--- src/sv/stable_sorted_priority_queue_defines.svh ---
// Assertion helpers shared by the queue RTL
`ifndef STABLE_SORTED_PRIORITY_QUEUE_DEFINES_SVH
`define STABLE_SORTED_PRIORITY_QUEUE_DEFINES_SVH

// Property that must hold at every clock edge out of reset
`define SSPQ_ASSERT(label, expr, msg) \
  label: assert property (@(posedge clk_i) disable iff (!rst_ni) (expr)) else $error(msg);

// Same-cycle implication
`define SSPQ_ASSERT_IMPL(label, ante, cons, msg) \
  label: assert property (@(posedge clk_i) disable iff (!rst_ni) (ante) |-> (cons)) \
    else $error(msg);

// Next-cycle implication
`define SSPQ_ASSERT_NEXT(label, ante, cons, msg) \
  label: assert property (@(posedge clk_i) disable iff (!rst_ni) (ante) |=> (cons)) \
    else $error(msg);

`endif

--- src/sv/sspq_pkg.sv ---
package sspq_pkg;

  localparam int unsigned CAPACITY = 64;
  localparam int unsigned KEY_W    = 16;
  localparam int unsigned TAG_W    = 16;
  localparam int unsigned ENTRY_W  = KEY_W + TAG_W;
  localparam int unsigned ADDR_W   = $clog2(CAPACITY);
  localparam int unsigned CNT_W    = $clog2(CAPACITY + 1);

  // Request field widths on the ports
  localparam int unsigned KIND_W   = 3;
  localparam int unsigned INKEY_W  = 16;
  localparam int unsigned INTAG_W  = 16;
  localparam int unsigned INDEX_W  = 6;
  localparam int unsigned S_DATA_W = 40;

  // Result field widths on the ports
  localparam int unsigned STATUS_W = 2;
  localparam int unsigned POS_W    = 6;
  localparam int unsigned OKEY_W   = 16;
  localparam int unsigned OTAG_W   = 16;
  localparam int unsigned RCNT_W   = 7;
  localparam int unsigned OCNT_W   = 7;
  localparam int unsigned M_DATA_W = 88;

  typedef enum logic [KIND_W-1:0] {
    KIND_OFFER  = 3'd0,
    KIND_POLL   = 3'd1,
    KIND_READ   = 3'd2,
    KIND_REMTAG = 3'd3,
    KIND_REMAT  = 3'd4
  } kind_e;

  typedef enum logic [STATUS_W-1:0] {
    STAT_OK    = 2'd0,
    STAT_EMPTY = 2'd1,
    STAT_FULL  = 2'd2
  } status_e;

  typedef enum logic [3:0] {
    ST_IDLE,
    ST_OFF_RD,
    ST_OFF_CHK,
    ST_SHF_RD,
    ST_SHF_WR,
    ST_INS_WR,
    ST_AT_RD,
    ST_AT_CHK,
    ST_RM_RD,
    ST_RM_WR,
    ST_CMP_RD,
    ST_CMP_CHK,
    ST_DONE
  } state_e;

  // True when key a must stand strictly ahead of key b
  function automatic logic ranks_ahead(input logic desc, input logic [KEY_W-1:0] a,
                                       input logic [KEY_W-1:0] b);
    ranks_ahead = desc ? (a > b) : (a < b);
  endfunction

endpackage

--- src/sv/stable_sorted_priority_queue.sv ---
// Channel   Dir  Ports                        Contents
// request   in   s_axis_t{valid,ready,data,user}  kind in tuser; key, tag, index in tdata
// result    out  m_axis_t{valid,ready,data,user}  status in tuser; other fields in tdata
// config    in   cfg_wr_en_i, cfg_wr_data_i        order_descending
//
// Entries live in one RAM with a registered read; every step over an entry is
// a read, then a check or a write back. An offer scans from the head for its
// slot and shifts the tail up; poll and remove-at pull later entries down;
// read-at fetches one entry; remove-by-tag compacts the whole queue; full,
// empty, out-of-range and spare kinds go straight to the result.
// A result waits in the output register while the next request is already
// accepted; that request stalls in its last cycle until the register is free.
// Reset clears the count, order and handshake state; the RAM contents stay
// undefined and are never read beyond the count.
`include "stable_sorted_priority_queue_defines.svh"

module stable_sorted_priority_queue
  import sspq_pkg::*;
(
  input  logic                clk_i,
  input  logic                rst_ni,
  input  logic                cfg_wr_en_i,
  input  logic                cfg_wr_data_i,
  input  logic                s_axis_tvalid,
  output logic                s_axis_tready,
  // [15:0] key, [31:16] tag, [37:32] index, [39:38] zero
  input  logic [S_DATA_W-1:0] s_axis_tdata,
  // [2:0] kind
  input  logic [KIND_W-1:0]   s_axis_tuser,
  output logic                m_axis_tvalid,
  input  logic                m_axis_tready,
  // [5:0] position, [21:6] out_key, [37:22] out_tag, [44:38] removed_count,
  // [51:45] count, [52] head_valid, [68:53] head_key, [84:69] head_tag, [87:85] zero
  output logic [M_DATA_W-1:0] m_axis_tdata,
  // [1:0] status
  output logic [STATUS_W-1:0] m_axis_tuser
);

  state_e              state_q, state_d;
  logic                order_q;
  logic [CNT_W-1:0]    count_q, count_d;
  logic [CNT_W-1:0]    ptr_q, ptr_d;
  logic [CNT_W-1:0]    wr_q, wr_d;
  logic [CNT_W-1:0]    removed_q, removed_d;
  kind_e               kind_q, kind_d;
  logic [KEY_W-1:0]    key_q, key_d;
  logic [TAG_W-1:0]    tag_q, tag_d;
  status_e             status_q, status_d;
  logic [KEY_W-1:0]    okey_q, okey_d;
  logic [TAG_W-1:0]    otag_q, otag_d;
  logic [KEY_W-1:0]    head_key_q;
  logic [TAG_W-1:0]    head_tag_q;
  logic                m_valid_q, m_valid_d;
  logic [M_DATA_W-1:0] m_data_q, m_data_d;
  logic [STATUS_W-1:0] m_user_q, m_user_d;

  logic                ram_we, ram_re;
  logic [ADDR_W-1:0]   ram_waddr, ram_raddr;
  logic [ENTRY_W-1:0]  ram_wdata, ram_rdata;
  logic [KEY_W-1:0]    rd_key;
  logic [TAG_W-1:0]    rd_tag;
  logic                s_fire;
  logic [CNT_W-1:0]    at_in;
  logic                head_valid;

  sspq_ram #(
    .WIDTH(ENTRY_W),
    .DEPTH(CAPACITY)
  ) u_ram (
    .clk_i   (clk_i),
    .we_i    (ram_we),
    .waddr_i (ram_waddr),
    .wdata_i (ram_wdata),
    .re_i    (ram_re),
    .raddr_i (ram_raddr),
    .rdata_o (ram_rdata)
  );

  assign rd_key        = ram_rdata[KEY_W-1:0];
  assign rd_tag        = ram_rdata[KEY_W +: TAG_W];
  assign s_axis_tready = (state_q == ST_IDLE);
  assign s_fire        = s_axis_tvalid && s_axis_tready;
  assign head_valid    = (count_q != '0);
  assign at_in         = (kind_e'(s_axis_tuser) == KIND_POLL) ? '0
                       : CNT_W'(s_axis_tdata[32 +: INDEX_W]);

  // Sequence one request over the RAM; reads and writes of one step never
  // hit the same address in the same cycle
  always_comb begin
    state_d   = state_q;
    count_d   = count_q;
    ptr_d     = ptr_q;
    wr_d      = wr_q;
    removed_d = removed_q;
    kind_d    = kind_q;
    key_d     = key_q;
    tag_d     = tag_q;
    status_d  = status_q;
    okey_d    = okey_q;
    otag_d    = otag_q;
    m_valid_d = m_valid_q && !m_axis_tready;
    m_data_d  = m_data_q;
    m_user_d  = m_user_q;
    ram_we    = 1'b0;
    ram_waddr = '0;
    ram_wdata = '0;
    ram_re    = 1'b0;
    ram_raddr = '0;

    unique case (state_q)
      ST_IDLE: begin
        if (s_fire) begin
          kind_d    = kind_e'(s_axis_tuser);
          key_d     = s_axis_tdata[KEY_W-1:0];
          tag_d     = s_axis_tdata[INKEY_W +: TAG_W];
          status_d  = STAT_OK;
          okey_d    = '0;
          otag_d    = '0;
          removed_d = '0;
          ptr_d     = '0;
          wr_d      = '0;
          unique case (kind_e'(s_axis_tuser))
            KIND_OFFER: begin
              if (count_q >= CNT_W'(CAPACITY)) begin
                status_d = STAT_FULL;
                state_d  = ST_DONE;
              end else begin
                state_d = ST_OFF_RD;
              end
            end
            KIND_POLL, KIND_READ, KIND_REMAT: begin
              ptr_d = at_in;
              if (at_in >= count_q) begin
                status_d = STAT_EMPTY;
                state_d  = ST_DONE;
              end else begin
                state_d = ST_AT_RD;
              end
            end
            KIND_REMTAG: state_d = ST_CMP_RD;
            default:     state_d = ST_DONE;
          endcase
        end
      end

      // Scan forward for the first entry the new key ranks ahead of
      ST_OFF_RD: begin
        if (ptr_q == count_q) begin
          wr_d    = count_q;
          state_d = ST_SHF_RD;
        end else begin
          ram_re    = 1'b1;
          ram_raddr = ptr_q[ADDR_W-1:0];
          state_d   = ST_OFF_CHK;
        end
      end
      ST_OFF_CHK: begin
        if (ranks_ahead(order_q, key_q, rd_key)) begin
          wr_d    = count_q;
          state_d = ST_SHF_RD;
        end else begin
          ptr_d   = ptr_q + CNT_W'(1);
          state_d = ST_OFF_RD;
        end
      end

      // Move the tail up by one, from the back down to the insert point
      ST_SHF_RD: begin
        if (wr_q == ptr_q) begin
          state_d = ST_INS_WR;
        end else begin
          ram_re    = 1'b1;
          ram_raddr = ADDR_W'(wr_q - CNT_W'(1));
          state_d   = ST_SHF_WR;
        end
      end
      ST_SHF_WR: begin
        ram_we    = 1'b1;
        ram_waddr = wr_q[ADDR_W-1:0];
        ram_wdata = ram_rdata;
        wr_d      = wr_q - CNT_W'(1);
        state_d   = ST_SHF_RD;
      end
      ST_INS_WR: begin
        ram_we    = 1'b1;
        ram_waddr = ptr_q[ADDR_W-1:0];
        ram_wdata = {tag_q, key_q};
        count_d   = count_q + CNT_W'(1);
        state_d   = ST_DONE;
      end

      // Fetch the addressed entry for poll, read-at and remove-at
      ST_AT_RD: begin
        ram_re    = 1'b1;
        ram_raddr = ptr_q[ADDR_W-1:0];
        state_d   = ST_AT_CHK;
      end
      ST_AT_CHK: begin
        okey_d  = rd_key;
        otag_d  = rd_tag;
        state_d = (kind_q == KIND_READ) ? ST_DONE : ST_RM_RD;
      end

      // Close the gap: pull each later entry down by one
      ST_RM_RD: begin
        if (ptr_q + CNT_W'(1) >= count_q) begin
          count_d = count_q - CNT_W'(1);
          state_d = ST_DONE;
        end else begin
          ram_re    = 1'b1;
          ram_raddr = ADDR_W'(ptr_q + CNT_W'(1));
          state_d   = ST_RM_WR;
        end
      end
      ST_RM_WR: begin
        ram_we    = 1'b1;
        ram_waddr = ptr_q[ADDR_W-1:0];
        ram_wdata = ram_rdata;
        ptr_d     = ptr_q + CNT_W'(1);
        state_d   = ST_RM_RD;
      end

      // Compact the queue, dropping every entry whose tag matches
      ST_CMP_RD: begin
        if (ptr_q == count_q) begin
          count_d = wr_q;
          state_d = ST_DONE;
        end else begin
          ram_re    = 1'b1;
          ram_raddr = ptr_q[ADDR_W-1:0];
          state_d   = ST_CMP_CHK;
        end
      end
      ST_CMP_CHK: begin
        if (rd_tag == tag_q) begin
          removed_d = removed_q + CNT_W'(1);
        end else begin
          ram_we    = 1'b1;
          ram_waddr = wr_q[ADDR_W-1:0];
          ram_wdata = ram_rdata;
          wr_d      = wr_q + CNT_W'(1);
        end
        ptr_d   = ptr_q + CNT_W'(1);
        state_d = ST_CMP_RD;
      end

      // Hand the result to the output register once it is free
      ST_DONE: begin
        if (!m_valid_q || m_axis_tready) begin
          m_valid_d = 1'b1;
          m_user_d  = status_q;
          m_data_d  = '0;
          if (kind_q == KIND_OFFER && status_q == STAT_OK) begin
            m_data_d[5:0] = POS_W'(ptr_q);
          end
          m_data_d[21:6]  = okey_q;
          m_data_d[37:22] = otag_q;
          m_data_d[44:38] = RCNT_W'(removed_q);
          m_data_d[51:45] = OCNT_W'(count_q);
          m_data_d[52]    = head_valid;
          m_data_d[68:53] = head_valid ? head_key_q : '0;
          m_data_d[84:69] = head_valid ? head_tag_q : '0;
          state_d         = ST_IDLE;
        end
      end

      default: state_d = ST_IDLE;
    endcase
  end

  // Control state
  always_ff @(posedge clk_i or negedge rst_ni) begin
    if (!rst_ni) begin
      state_q   <= ST_IDLE;
      count_q   <= '0;
      order_q   <= 1'b0;
      m_valid_q <= 1'b0;
    end else begin
      state_q   <= state_d;
      count_q   <= count_d;
      m_valid_q <= m_valid_d;
      if (cfg_wr_en_i) begin
        order_q <= cfg_wr_data_i;
      end
    end
  end

  // Working and result payload
  always_ff @(posedge clk_i) begin
    ptr_q     <= ptr_d;
    wr_q      <= wr_d;
    removed_q <= removed_d;
    kind_q    <= kind_d;
    key_q     <= key_d;
    tag_q     <= tag_d;
    status_q  <= status_d;
    okey_q    <= okey_d;
    otag_q    <= otag_d;
    m_data_q  <= m_data_d;
    m_user_q  <= m_user_d;
    // Shadow the head entry on every write to the front slot
    if (ram_we && ram_waddr == '0) begin
      head_key_q <= ram_wdata[KEY_W-1:0];
      head_tag_q <= ram_wdata[KEY_W +: TAG_W];
    end
  end

  assign m_axis_tvalid = m_valid_q;
  assign m_axis_tdata  = m_data_q;
  assign m_axis_tuser  = m_user_q;

  `SSPQ_ASSERT(a_count_bound, count_q <= CNT_W'(CAPACITY), "entry count above capacity")
  `SSPQ_ASSERT_IMPL(a_no_rw_clash, ram_we && ram_re, ram_waddr != ram_raddr,
                    "RAM read and write to the same entry")
  `SSPQ_ASSERT_NEXT(a_busy_after_req, s_fire, state_q != ST_IDLE,
                    "request accepted but sequencer stayed idle")
  `SSPQ_ASSERT_IMPL(a_ram_in_range, ram_we, {1'b0, ram_waddr} <= count_q,
                    "RAM write beyond the held entries")

endmodule

--- src/sv/sspq_ram.sv ---
module sspq_ram #(
  parameter int unsigned WIDTH = 32,
  parameter int unsigned DEPTH = 64
) (
  input  logic                     clk_i,
  input  logic                     we_i,
  input  logic [$clog2(DEPTH)-1:0] waddr_i,
  input  logic [WIDTH-1:0]         wdata_i,
  input  logic                     re_i,
  input  logic [$clog2(DEPTH)-1:0] raddr_i,
  output logic [WIDTH-1:0]         rdata_o
);

  logic [WIDTH-1:0] mem_q [DEPTH];
  logic [WIDTH-1:0] rdata_q;

  // Write port and registered read port
  always_ff @(posedge clk_i) begin
    if (we_i) begin
      mem_q[waddr_i] <= wdata_i;
    end
    if (re_i) begin
      rdata_q <= mem_q[raddr_i];
    end
  end

  assign rdata_o = rdata_q;

endmodule

--- config.mk ---
export PLATFORM = sky130hd
export DESIGN_NAME = stable_sorted_priority_queue
export DESIGN_NICKNAME = d
export VERILOG_FILES = /design/src/sv/sspq_pkg.sv /design/src/sv/stable_sorted_priority_queue.sv /design/src/sv/sspq_ram.sv
export VERILOG_INCLUDE_DIRS = /design/src /design/src/sv
export SDC_FILE = /design/constraint.sdc
export NUM_CORES = 2
export LEC_CHECK = 0
export BUFFER_PORTS_ARGS = -buffer_cell sky130_fd_sc_hd__buf_2
export CORE_ASPECT_RATIO = 0.7
export CORE_UTILIZATION = 63
export DETAILED_ROUTE_END_ITERATION = 6
export PLACE_DENSITY_LB_ADDON = 0.1
export SYNTH_ARGS = -nofsm -noshare
export SYNTH_HDL_FRONTEND = slang
export SYNTH_SLANG_ARGS = --single-unit
--- constraint.sdc ---
create_clock -name clk_i -period 6.2 [get_ports clk_i]
set_input_delay 0.93 -clock clk_i [delete_from_list [all_inputs] [get_ports clk_i]]
set_output_delay 0.93 -clock clk_i [all_outputs]
set_load 0.01 [all_outputs]
======== Word level (Yosys, flattened, before mapping) ========
Memories as Yosys holds them, arrays and structs flattened. A register that Yosys moved wholly into a read port is not among the register bits.
Index checks and enable logic that the tools add are counted.
Widths: inputs -> output; s select.
operators by class
  $add $sub $neg .......................... 6
  order comparisons ....................... 5
  eq/ne operators ......................... 29
  multiplexer cells ....................... 52
  reduce and logical (&&, ||, !) cells .... 32
operator list
  cell                 number
  $pmux 32 s3          1
  $pmux 16 s2          2
  $mux 7               9
  $pmux 4 s13          1
  $pmux 7 s3           2
  $mux 6               6
  $pmux 7 s5           1
  $mux 32              1
  $add 7x1->7 const B  4
  $pmux 6 s4           1
  $eq 4x4->1 const B   5
  $pmux 6 s3           1
  $eq 16x16->1         1
  $eq 4x3->1 const B   4
  $gt 16x16->1         1
  $lt 16x16->1         1
  $mux 16              1
  $mux 4               4
  $ne 2x2->1 const B   8
  $eq 7x7->1           2
  $pmux 7 s2           1
  $sub 7x1->7 const B  2
  $mux 1               12
  $pmux 4 s3           1
  30 further kinds     52
storage, ports and cells
  register bits after elaboration ......... 222
  memory bits (writable) .................. 2048
  bits of input ports ..................... 49
  output and inout bits ................... 92
  word-level logic and storage cells ...... 144
  memories kept ........................... 1
memory list
  name         words  bits a word  rd ports  clocked after Yosys merged registers in  write ports  RTL line        text
  u_ram.mem_q  64     32           1         1                                        1            sspq_ram.sv:14  logic [WIDTH-1:0] mem_q [DEPTH];

======== Depth between registers and ports, before layout ========
  word-level depth ........................ 7
  gate-level depth with buffers ........... 20
  depth with buffers taken out ............ 14

======== Modules after synthesis ========
A second synthesis with hierarchy kept.
unflattened totals
  cell total of the unflattened synthesis .. 4110
  area, all modules ....................... 89244.3 sq um
modules (own cells, without submodules)
  module                        times used  cells an instance  area each (sq um)  sequential area each (sq um)
  sspq_ram                      1           3324               78835.6            62459.9
  stable_sorted_priority_queue  1           786                10408.7            6601.3

======== Worst setup path after synthesis ========
Ideal clock, no wire load.
  path type ............................... reg2reg
  start ................................... reg state_q[2]
  end ..................................... reg m_data_q[0] (netlist: m_axis_tdata[0]), enable pin
  setup time .............................. 542 ps
  arrival ................................. 4954 ps
  required time ........................... 5658 ps
  path slack .............................. 704 ps
  cell stages (with the launch flop) ...... 5
  buffers on the path ..................... 2
  period minus slack after synthesis ...... 5496 ps
  cell sequence ........................... dfrtp_1 clkbuf_1 clkbuf_1 nand3_1 nor2b_1
between the ends
  word-level cells in the longest chain between the ends .. 2
RTL lines
  element                            RTL line                             text
  start: declaration                 stable_sorted_priority_queue.sv:39   state_e state_q, state_d;
  start signal: assignment           stable_sorted_priority_queue.sv:279  state_q <= state_d;
  $eq 4x4->1                         stable_sorted_priority_queue.sv:110  unique case (state_q)
  $reduce_and 2->1 (no source line)  --
  end signal: assignment             stable_sorted_priority_queue.sv:299  m_data_q <= m_data_d;
  end: declaration                   stable_sorted_priority_queue.sv:54   logic [M_DATA_W-1:0] m_data_q, m_data_d;
Every way passes these cells.
A chain may end at the register's enable or synchronous reset.

======== Worst setup path in the final report ========
  start ................................... reg ptr_q[1]
  end ..................................... reg u_ram.rdata_q[28] (netlist: u_ram.rdata_o[28]), read port of u_ram.mem_q, data pin
between the ends
  word-level cells in the longest chain between the ends .. 4
  elaborated cells on any way between the ends .. 12
  those cells by class .................... add/sub (1); order compare (1); eq/ne (2); mux (8)
RTL lines
  element                                   RTL line                             text
  start: declaration                        stable_sorted_priority_queue.sv:42   logic [CNT_W-1:0] ptr_q, ptr_d;
  start signal: assignment                  stable_sorted_priority_queue.sv:290  ptr_q <= ptr_d;
  $add 7x1->7                               stable_sorted_priority_queue.sv:206  if (ptr_q + CNT_W'(1) >= count_q) begin
  $ge 7x7->1                                stable_sorted_priority_queue.sv:206
  $mux 6 or $mux 1 (tied branches)          stable_sorted_priority_queue.sv:206
  $pmux 6 s4 or $pmux 1 s4 (tied branches)  stable_sorted_priority_queue.sv:110
  end: declaration                          sspq_ram.sv:15                       logic [WIDTH-1:0] rdata_q;
Several ways; a longest one is shown, not always the timed one.

==> results.cfg <==
[run_status]
status = complete, but fails checks
violations = design-rule violations

[critical_path]
path_class = register to register
start_kind = register
critPathMaxFanout = 15
slowest_delay_ns = 1.26
required_ns = 6.92
cp_common_cell = ha_1
worstPathCellList = ha_1, nand3_1, xnor2_1, ha_1, a211oi_1, nor2_1, a211o_1, nor3_1, or2_2, nand2_1, a31oi_1, or4_1
end_kind = register
worstPathArrival_ns = 6.58
cp_slowest_cell = a31oi_1
cp_num_buf_inv = 0
path_delay_family = simple AND/OR/NAND/NOR gates

[detailed_routing]
vias_per_cell = 6.83
num_vias = 56695
firstDrtPassIters = 7
drcViolationCount = 20
ant_nets = 0
first_iter_violations = 9898
routed_wl_mm = 270
avgRoutedWirePerCell_um = 32.6

[die]
fp-row-count = 116
core_um2 = 144000
io_pins = 141
dieArea_um2 = 147000
dieHeight_um = 321
die_w_um = 458
start_util_pct = 63.8

[sta]
slew_headroom_pct = 0.122
rsz0062_at_grt = false
clock_skew_ns = 0.0350
tns_ns = 0
drv_slew = 0
finalCriticalPeriod_ns = 5.86
final.period_utilization_pct = 94.5
tightest_slew_ns = 1.50
finalSetupViolations = 0
finalHoldViolations = 0
fmax_mhz = 171

[global_route]
grt_max_degree = 128
grt_antenna_before_repair = 19
grt_pass1_wl_mm = 380
grt.total_usage_pct = 36.8
gr-total-overflow = 0
grt_pass1_vias = 52131

[clock_tree]
htree_levels = 4
cts_tree = done
cts_buffer_depth = 3
root_buffer = clkbuf_16
clk_pin_slew_ns = 0.07
cts_buffers = 203
cts_sinks = 2302
clk_latency_ns = 0.87
cts_resized = 0

[placed_design]
dp_hpwl_mm = 168
port_buffers = 135
place_area_um2 = 96800
gp_congestion = 0.965

[logic_synthesis]
avgSynthCellArea_um2 = 15.4
synthCells = 5952
ys.warnings.count = 0
synth_edf_count = 2289
syn_area_um2 = 91700
async_reset_ff_share_pct = 0.565
synth_seq_cells = 2302
synthFlopType = edfxtp_1
yosys.cell_types.count = 80
yosysSeqAreaShare_pct = 75.3

[cells_and_area]
post_route_cells_drive_above_1_share_pct = 13.4
fillers = 9153
design_area_um2 = 103000
area_growth_syn_to_layout_pct = 12.3
final_net_count = 6328

[power_and_ir_drop]
p_per_area_nw_per_um2 = 554
power.leakage_nw = 36.7
peakVddDrop_v = 0.000544

[run]
maxCapViolations = 0

[worst_hold_path]
hp-class = input port to register
-- layout make-up --
cell class / count / area (um^2) / share of cell area (%)
antenna: 10 / 25.0 / 0.0243
multi-input combinational: 3235 / 21600 / 21.0
sequential: 2302 / 69100 / 67.0
inverter: 44 / 165 / 0.160
clock buffer: 262 / 5320 / 5.17
clock inverter: 107 / 911 / 0.884
timing repair buffer: 454 / 3600 / 3.49
tap: 1888 / 2360 / 2.29
-- timing repair --
| item | 4_1_cts | 5_1_grt |
|---|---|---|
| buffers inserted | 0 | 0 |
| hold buffers | 1 | 0 |
| endpoints found under the hold margin | 13 | 0 |
-- cells by family after synthesis --
logic type	share of synthesized area (%)
DFF	75.3
and+or+nand+nor	7.87
AOI/OAI and AO/OA	7.06
muxes	6.73
buffers and inverters	1.96
xor gates and xnor gates	0.535
adders and majority gates	0.540
other	0.00409
-- stage by stage --
step                      std cells  total power [mW]  setup WS, ns  util, %  hold slack [ns]
after floorplan                5954              34.1         0.704        -            0.400
after global placement         7922              43.9         0.650     67.3            0.405
after detailed placement       7922              44.3         0.563     67.3            0.405
after CTS                      8292              56.3         0.545     71.7            0.204
after global routing           8292              58.7         0.192     71.7            0.243
final                          8302              57.1         0.342     71.7            0.256
-- layout by cell type, fill, tap and decap left out, drive strengths merged, types with 53 or more instances in the layout --
cell type,synthesis,routed
and2,61,61
clkbuf,188,262
a22oi,84,84
o22ai,119,119
o21ai,108,108
clkinv,1,83
nand3,256,256
inv,43,53
a211oi,84,84
nand4,113,113
nand2,869,869
nor3,61,61
nor2,124,124
buf,185,453
mux2i,611,611
a21oi,165,165
edfxtp,2289,2289
-- where the power goes --
part | switching, mW | leakage [nW] | internal, mW
Sequential | 0.745 | 21.3 | 20.7
Combinational | 16.7 | 12.4 | 6.80
Clock | 5.58 | 3.04 | 6.59
Total | 23.0 | 36.7 | 34.1
-- path summary, 6_finish.rpt --
check | slack, ns | start | to | depth (start not counted)
max | 0.34 | ptr_q[1]$_DFFE_PP_ | u_ram.rdata_o[28]$_DFFE_PP_ | 12
min | 0.26 | s_axis_tdata[9] | key_q[9]$_DFFE_PP_ | 1
max reg2reg | 0.34 | ptr_q[1]$_DFFE_PP_ | u_ram.rdata_o[28]$_DFFE_PP_ | 12
min reg2reg | 0.41 | okey_q[8]$_SDFFCE_PN0P_ | m_axis_tdata[14]$_DFFE_PP_ | 0
max in group asynchronous | 5.43 | rst_ni | state_q[0]$_DFFE_PN0P_ | 2
min in group asynchronous | 0.52 | rst_ni | count_q[0]$_DFFE_PN0P_ | 2
-- sequential cells by signal, summed over array words and instances, names as in the netlist, 2 cells and up --
signal         cells
count_q            7
head_key_q        16
head_tag_q        16
key_q             16
kind_q             3
m_axis_tdata      85
m_axis_tuser       2
okey_q            16
otag_q            16
ptr_q              7
removed_q          7
state_q            4
status_q           2
tag_q             16
u_ram.mem_q     2048
u_ram.rdata_o     32
wr_q               7
-- cell usage after synthesis (6+ instances only) --
cell / instances / share of area [%]
nor3_1: 60 / 0.33
dfrtp_1: 13 / 0.35
a31oi_1: 36 / 0.25
a211o_1: 32 / 0.31
o221ai_1: 33 / 0.32
xnor2_1: 34 / 0.32
o41a_1: 14 / 0.17
edfxtp_1: 2289 / 75
and2_1: 60 / 0.41
a32o_1: 7 / 0.076
buf_4: 9 / 0.074
mux2i_1: 611 / 6.7
nand3_1: 255 / 1.4
ha_1: 38 / 0.52
inv_1: 43 / 0.18
a21o_1: 13 / 0.11
or4_1: 29 / 0.24
o21ai_0: 107 / 0.58
buf_2: 124 / 0.68
o211ai_1: 9 / 0.074
o22ai_1: 119 / 0.81
clkbuf_1: 188 / 0.77
a22o_1: 42 / 0.40
nor4_1: 12 / 0.082
a21oi_1: 165 / 0.90
nor2b_1: 14 / 0.095
a2111oi_0: 12 / 0.11
o22a_1: 40 / 0.38
o21a_1: 8 / 0.065
nand4_1: 113 / 0.77
a22oi_1: 84 / 0.69
a32oi_1: 51 / 0.49
o31a_1: 9 / 0.086
buf_6: 6 / 0.074
nand2_1: 868 / 3.6
and3_1: 21 / 0.14
o2111ai_1: 12 / 0.11
xor2_1: 22 / 0.21
a211oi_1: 83 / 0.68
buf_1: 46 / 0.19
nand2b_1: 16 / 0.11
a221oi_1: 7 / 0.067
nor2_1: 124 / 0.51
o41ai_1: 7 / 0.067
-- per-layer routing --
layer	part of all wire [%]	track usage, %	wire, um
met1	39	56.2	106000
met2	41	49.0	110000
met3	17	13.1	45700
met4	3.4	12.3	9190
met5	0.023	0	61
Note: power is estimated with default switching activity, not from simulation.
